$ cat config.mk
export PLATFORM = sky130hd
export DESIGN_NAME = sorted_priority_queue
export DESIGN_NICKNAME = d
export VERILOG_FILES = /design/src/rtl/spq_pkg.sv /design/src/rtl/spq_cell.sv /design/src/rtl/sorted_priority_queue.sv
export SDC_FILE = /design/constraint.sdc
export NUM_CORES = 2
export LEC_CHECK = 0
export BUFFER_PORTS_ARGS = -buffer_cell sky130_fd_sc_hd__buf_2
export CORE_ASPECT_RATIO = 1.2
export CORE_MARGIN = 8
export CORE_UTILIZATION = 35
export CTS_CLUSTER_DIAMETER = 120
export CTS_CLUSTER_SIZE = 20
export DETAILED_ROUTE_END_ITERATION = 16
export GPL_ROUTABILITY_DRIVEN = 0
export REMOVE_ABC_BUFFERS = 1
export SLEW_MARGIN = 10
export SYNTH_ARGS = -nofsm -noshare
export SYNTH_HDL_FRONTEND = slang
export SYNTH_SLANG_ARGS = --single-unit
$ cat constraint.sdc
create_clock -name clk -period 7.9 [get_ports clk]
set_clock_uncertainty 0.15 [all_clocks]
set_input_delay 1.975 -clock clk [delete_from_list [all_inputs] [get_ports clk]]
set_output_delay 1.975 -clock clk [all_outputs]
set_load 0.05 [all_outputs]
$ cat src/rtl/spq_pkg.sv
`default_nettype none

package spq_pkg;

  localparam int SPQ_DEPTH = 16;
  localparam int VALUE_W   = 32;
  localparam int PRIO_W    = 16;
  localparam int FILL_W    = 5;

  typedef enum logic [1:0] {
    ST_ENQ   = 2'd0,
    ST_DEQ   = 2'd1,
    ST_EMPTY = 2'd2,
    ST_FULL  = 2'd3
  } status_t;

  // operation broadcast to every cell; enq/deq only when it changes the queue
  typedef struct packed {
    logic                     enq;
    logic                     deq;
    logic signed [VALUE_W-1:0] value;
    logic signed [PRIO_W-1:0]  prio;
  } cmd_t;

endpackage

`default_nettype wire

$ cat src/rtl/spq_cell.sv
`default_nettype none

module spq_cell
  import spq_pkg::*;
(
  input  wire logic                      clk,
  input  wire cmd_t                      cmd,
  input  wire logic                      occupied,
  input  wire logic                      ge_left,
  input  wire logic signed [VALUE_W-1:0] value_left,
  input  wire logic signed [PRIO_W-1:0]  prio_left,
  input  wire logic signed [VALUE_W-1:0] value_right,
  input  wire logic signed [PRIO_W-1:0]  prio_right,
  output logic                           ge,
  output logic signed [VALUE_W-1:0]      value_q,
  output logic signed [PRIO_W-1:0]       prio_q
);

  logic signed [VALUE_W-1:0] value_r, value_nxt;
  logic signed [PRIO_W-1:0]  prio_r, prio_nxt;

  // stays in place when it outranks or ties the new entry
  assign ge = occupied && (prio_r >= cmd.prio);

  always_comb begin
    value_nxt = value_r;
    prio_nxt  = prio_r;
    if (cmd.enq && !ge) begin
      if (ge_left) begin
        value_nxt = cmd.value;
        prio_nxt  = cmd.prio;
      end else begin
        value_nxt = value_left;
        prio_nxt  = prio_left;
      end
    end else if (cmd.deq) begin
      value_nxt = value_right;
      prio_nxt  = prio_right;
    end
  end

  always_ff @(posedge clk) begin
    value_r <= value_nxt;
    prio_r  <= prio_nxt;
  end

  assign value_q = value_r;
  assign prio_q  = prio_r;

endmodule

`default_nettype wire

$ cat src/rtl/sorted_priority_queue.sv
// The result is registered and appears on the out_ channel in the cycle after the input transfer.
// Throughput: one operation per cycle; in_tready stays high while the result
//   register is empty or being drained in the same cycle.
// Every operation is resolved by the row of DEPTH cells, each comparing with the
//   broadcast operation and its left neighbour.
// Reset (rst_n low, synchronous) empties the queue and result register; cells keep data.
`default_nettype none

module sorted_priority_queue
  import spq_pkg::*;
#(
  parameter int DEPTH = SPQ_DEPTH
) (
  input  wire logic        clk,
  input  wire logic        rst_n,
  // input channel
  input  wire logic        in_tvalid,
  output logic             in_tready,
  input  wire logic [47:0] in_tdata,   // [31:0] item_value, [47:32] item_priority
  input  wire logic [0:0]  in_tuser,   // [0] mode
  // result channel
  output logic             out_tvalid,
  input  wire logic        out_tready,
  output logic [39:0]      out_tdata,  // [31:0] out_value, [36:32] fill_level, rest zero
  output logic [1:0]       out_tuser   // [1:0] status
);

  localparam int CNT_W = $clog2(DEPTH + 1);

  logic                     in_xfer;
  logic                     is_deq;
  logic                     full, empty;
  cmd_t                     cmd;

  logic [CNT_W-1:0]         count_r, count_nxt;
  logic                     out_valid_r;
  logic signed [VALUE_W-1:0] out_value_r, out_value_nxt;
  status_t                  status_r, status_nxt;
  logic [FILL_W-1:0]        fill_r;

  logic                      ge_a    [DEPTH];
  logic signed [VALUE_W-1:0] value_a [DEPTH];
  logic signed [PRIO_W-1:0]  prio_a  [DEPTH];

  // the result register frees up in the cycle it is drained
  assign in_tready = !out_valid_r || out_tready;
  assign in_xfer   = in_tvalid && in_tready;
  assign is_deq    = in_tuser[0];

  assign full  = (count_r == CNT_W'(DEPTH));
  assign empty = (count_r == '0);

  assign cmd.enq   = in_xfer && !is_deq && !full;
  assign cmd.deq   = in_xfer && is_deq && !empty;
  assign cmd.value = in_tdata[31:0];
  assign cmd.prio  = in_tdata[47:32];

  // Cell 0 is the head. New entry lands in the first cell that does not
  // outrank or tie it; everything behind moves one step right. A dequeue
  // moves every cell one step left.
  for (genvar i = 0; i < DEPTH; i++) begin : g_cell
    localparam logic [CNT_W-1:0] IDX = CNT_W'(i);
    logic                      ge_left;
    logic signed [VALUE_W-1:0] value_left, value_right;
    logic signed [PRIO_W-1:0]  prio_left, prio_right;

    if (i == 0) begin : g_head
      assign ge_left    = 1'b1;
      assign value_left = '0;
      assign prio_left  = '0;
    end else begin : g_mid
      assign ge_left    = ge_a[i-1];
      assign value_left = value_a[i-1];
      assign prio_left  = prio_a[i-1];
    end

    if (i == DEPTH - 1) begin : g_tail
      assign value_right = '0;
      assign prio_right  = '0;
    end else begin : g_body
      assign value_right = value_a[i+1];
      assign prio_right  = prio_a[i+1];
    end

    spq_cell u_cell (
      .clk         (clk),
      .cmd         (cmd),
      .occupied    (IDX < count_r),
      .ge_left     (ge_left),
      .value_left  (value_left),
      .prio_left   (prio_left),
      .value_right (value_right),
      .prio_right  (prio_right),
      .ge          (ge_a[i]),
      .value_q     (value_a[i]),
      .prio_q      (prio_a[i])
    );
  end

  always_comb begin
    count_nxt     = count_r;
    out_value_nxt = '0;
    status_nxt    = ST_ENQ;
    if (is_deq) begin
      if (empty) begin
        status_nxt = ST_EMPTY;
      end else begin
        status_nxt    = ST_DEQ;
        out_value_nxt = value_a[0];
        count_nxt     = count_r - CNT_W'(1);
      end
    end else begin
      if (full) begin
        status_nxt = ST_FULL;
      end else begin
        count_nxt = count_r + CNT_W'(1);
      end
    end
  end

  always_ff @(posedge clk) begin
    if (!rst_n) begin
      count_r     <= '0;
      out_valid_r <= 1'b0;
    end else begin
      if (in_xfer) begin
        count_r     <= count_nxt;
        out_valid_r <= 1'b1;
      end else if (out_tready) begin
        out_valid_r <= 1'b0;
      end
    end
  end

  // result payload, loaded on each input transfer
  always_ff @(posedge clk) begin
    if (in_xfer) begin
      out_value_r <= out_value_nxt;
      status_r    <= status_nxt;
      fill_r      <= FILL_W'(count_nxt);
    end
  end

  assign out_tvalid = out_valid_r;
  assign out_tdata  = {3'b000, fill_r, out_value_r};
  assign out_tuser  = status_r;

  // ---- assertions ----
  a_count_bound: assert property (@(posedge clk) disable iff (!rst_n)
    count_r <= CNT_W'(DEPTH))
    else $error("occupancy above capacity");

  a_full_drop: assert property (@(posedge clk) disable iff (!rst_n)
    (in_xfer && !is_deq && full) |=> (status_r == ST_FULL && count_r == $past(count_r)))
    else $error("enqueue on full queue not dropped");

  a_deq_count: assert property (@(posedge clk) disable iff (!rst_n)
    (in_xfer && is_deq && !empty) |=> (count_r == $past(count_r) - CNT_W'(1) &&
                                       out_tuser == ST_DEQ))
    else $error("dequeue did not shrink queue");

  a_head_order: assert property (@(posedge clk) disable iff (!rst_n)
    (count_r >= CNT_W'(2)) |-> (prio_a[0] >= prio_a[1]))
    else $error("head entries out of priority order");

endmodule

`default_nettype wire
==> impl_metrics.yaml <==
power_and_ir_drop:
  p_clk_share_pct: 23.4
  netSwitchingPower_mw: 3.510
  seqPwrFrac_pct: 52.6
  power.share.switching_pct: 31.97
  power.density_nw_per_um2: 213.3
  p_leak_nw: 19.80
  comb_power_share_pct: 24.0
  power.total_mw: 10.98
  irDropWorstVdd_mv: 0.1446
  power.internal_mw: 7.470
timing:
  worst_slack_ns: 1.882
  tns_ns: 0
  slew_headroom_pct: 23.58
  worstMarginPinSlew_ns: 1.132
  maxSlewViolCount: 0
  rsz0062_at_grt: "false"
  finalCritPeriodShare_pct: 76.18
  clock.fmax_ghz: 0.1662
  setup_viol: 0
  min_period_ns: 6.018
  finalHoldViolCount: 0
setup_path:
  cp_top_family: "compound AO/OA/AOI/OAI gates"
  r2r_cells: 10
  worstPathRequired_ns: 8.02
  worstSetupPathType: "in2reg"
  slowest_delay_ns: 1.00
  r2r-start: "count_r[1]"
  crit_chain: "buf_2 > inv_1 > ha_1 > and4_1 > a221oi_1 > o21ai_0 > a2111oi_0 > o31ai_4 > nand2_2 > buf_4"
  crit_cells: 10
  slowest_stage: "a2111oi_0"
  end_kind: "flop"
  worstPathArrival_ns: 6.14
  rrSetupSlack_ns: 3.46
  startpoint_type: "primary input"
  cp_num_buf_inv: 3
  path_max_fanout: 33
  worstReg2RegEnd: "g_cell[2].u_cell.value_q[15]"
floorplan:
  dieArea_um2: 149500
  io-pin-count: 97
  num_rows: 149
  initial_core_util_pct: 35.12
  core_area_um2: 136800
  die_width_um: 354.3
  die_h_um: 421.9
place:
  hpwl_um: 97930
  post-place-ws_ns: 1.309
  port_buffers: 93
global_routing:
  antenna_found_initial: 18
  grt-ovfl-total: 0
  grt_max_degree: 97
  grt_pass1_vias: 36903
  grt_pass1_wl_um: 223000
  grt_usage_pct: 18.53
clock_tree:
  postCtsSetupBuffers: 0
  cts_root_buffer: "clkbuf_16"
  clkTransAtPathRegs_ns: 0.09
  cts-resized-gates: 0
  cts_tree: "yes"
  hold_buffers: 0
  cts-htree-levels: 2
  cts.sinks: 813
  cts_buffers: 46
  clockBufferDepth: 3
  clock_latency_ns: 0.65
synthesis:
  synth_area_leader_cell: "edfxtp_1"
  yosysTopAreaCellShare_pct: 50.42
  synth_compound_area_share_pct: 14.81
  synth_cells: 4376
  synth_cell_types: 82
  synth_area_leaders: "edfxtp_1 50%, mux2i_1 10%, ha_1 6.7%"
  synthAdderAreaFrac_pct: 6.743
  synth_area_um2: 48060
  synth_top_family_by_area: "multiplexers"
  ys_warn_count: 0
  synthMuxAreaShare_pct: 15.34
  avgSynthCellArea_um2: 10.98
  synth_edf_count: 807
  yosysSeqAreaShare_pct: 50.67
  ys_async_sr_fraction_pct: 0
  synth_simple_gate_area_share_pct: 8.318
  synth_most_common_cell: "edfxtp_1"
  ys_ff_latch: 813
  synthXorXnorAreaFrac_pct: 0.05467
  synth_top_flop_cell: "edfxtp_1"
  synth_commonest_cells: "807 x edfxtp_1, 624 x a21oi_1, 487 x mux2i_1"
route:
  vias: 35564
  drt-pass1-iter-count: 5
  drtAntennaViolNets: 0
  wl_per_cell_um: 24.03
  drc: 0
  wirelength_um: 145100
  drtIter0Drc: 2984
  via_per_inst: 5.888
worst_hold_path:
  hold_depth: 1
  hp-class: "reg2reg"
  min-delay-start: "g_cell[15].u_cell.value_q[25]"
  holdPathEnd: "g_cell[14].u_cell.value_q[25]"
status:
  status: "completed"
final_layout:
  area_delta_synth_final_pct: 7.107
  fillCellCount: 13529
  multi_input_area_um2: 22120
  regArea_um2: 24350
  num-nets-final: 4518
  drive_gt1_share_pct: 12.17
run:
  cap_violations: 0
layout by cell type (no fill, tap or decap), types with 5 or more instances in the layout:
cell type,instances
nor2_1,326
o21ai_0,301
a211oi_1,8
nor3_1,11
inv_1,55
nand3_1,115
a221oi_1,8
and3_1,7
mux2i_1,486
clkbuf_1,7
dfxtp_1,6
and2_1,32
nand4_1,46
a21o_1,28
nand2b_1,11
nand2b_2,9
buf_2,93
and4_1,8
nand2_1,251
a22oi_1,46
a21oi_1,620
clkbuf_16,47
o21a_1,8
o211ai_1,17
ha_1,259
or3_1,5
nor3b_1,5
mux2_2,214
mux2_1,8
buf_12,10
nor2b_1,21
nand2_2,7
a31oi_1,95
diode_2,11
buf_4,78
a22o_1,46
edfxtp_1,807
flip-flops by register name, indices dropped and copies added (netlist names):
| name | flops |
|---|---|
| out_tvalid | 1 |
| g_cell.u_cell.value_q | 512 |
| out_value_r | 32 |
| count_r | 5 |
| out_tuser | 2 |
| g_cell.u_cell.prio_q | 256 |
| fill_r | 5 |
power by group through the flow:
stage                     Combinational (mW)  Sequential (mW)  Clock (mW)
final                                   2.63             5.77        2.57
after global routing                    2.89             5.82        2.75
after CTS                               2.62             5.77        2.64
after detailed placement                2.62             5.87           0
after global placement                  2.55             5.87           0
after floorplan                         1.82             5.78           0
final cells by class:
class | instances | area share, %
antenna | 11 | 0.05347
clock buffer | 54 | 2.336
clock inverter | 5 | 0.08750
inverter | 56 | 0.4083
multi-input combinational | 3108 | 42.97
sequential | 813 | 47.31
tap | 1812 | 4.404
timing repair buffer | 181 | 2.431
per-layer routing:
metal	share of wire, %	up-vias	GRT usage [%]
met3	6.1	318	2.672
met2	49	1200	31.74
li1	-	16104	-
met1	42	17930	24.14
met5	0.052	-	0
met4	3.2	12	5.708
cell families (layout without fill, tap and decap cells):
family,after synthesis,in the layout
other cells,1,14
mux,709,709
flops,813,813
xor+xnor,3,3
simple gates,887,887
fa+ha+maj,259,259
buf+inv,457,296
compound gates,1247,1247
worst max path at each step:
stage | startpoint | end | slack (ns)
finish | in_tdata[47] | g_cell[7].u_cell.value_q[16] | 1.88
global route | in_tdata[46] | g_cell[1].u_cell.prio_q[10] | 1.80
CTS | in_tdata[47] | g_cell[7].u_cell.value_q[20] | 1.99
detailed placement | in_tdata[47] | g_cell[7].u_cell.value_q[0] | 1.31
global placement | in_tdata[47] | g_cell[7].u_cell.value_q[0] | 1.49
floorplan | out_tready | g_cell[7].u_cell.prio_q[0] | -4.47
stage by stage:
stage               utilization [%]  instance area, um^2  hold slack [ns]  cells
finish                        37.62                51480           0.4020   6040
global route                  37.60                51450           0.4164   6029
CTS                           37.60                51450           0.4005   6029
detailed placement            36.69                50200           0.3847   5970
global placement              36.69                50200           0.3751   5970
floorplan                         -                46330           0.3701   3977
No activity file was read; power rests on OpenSTA's default activity.
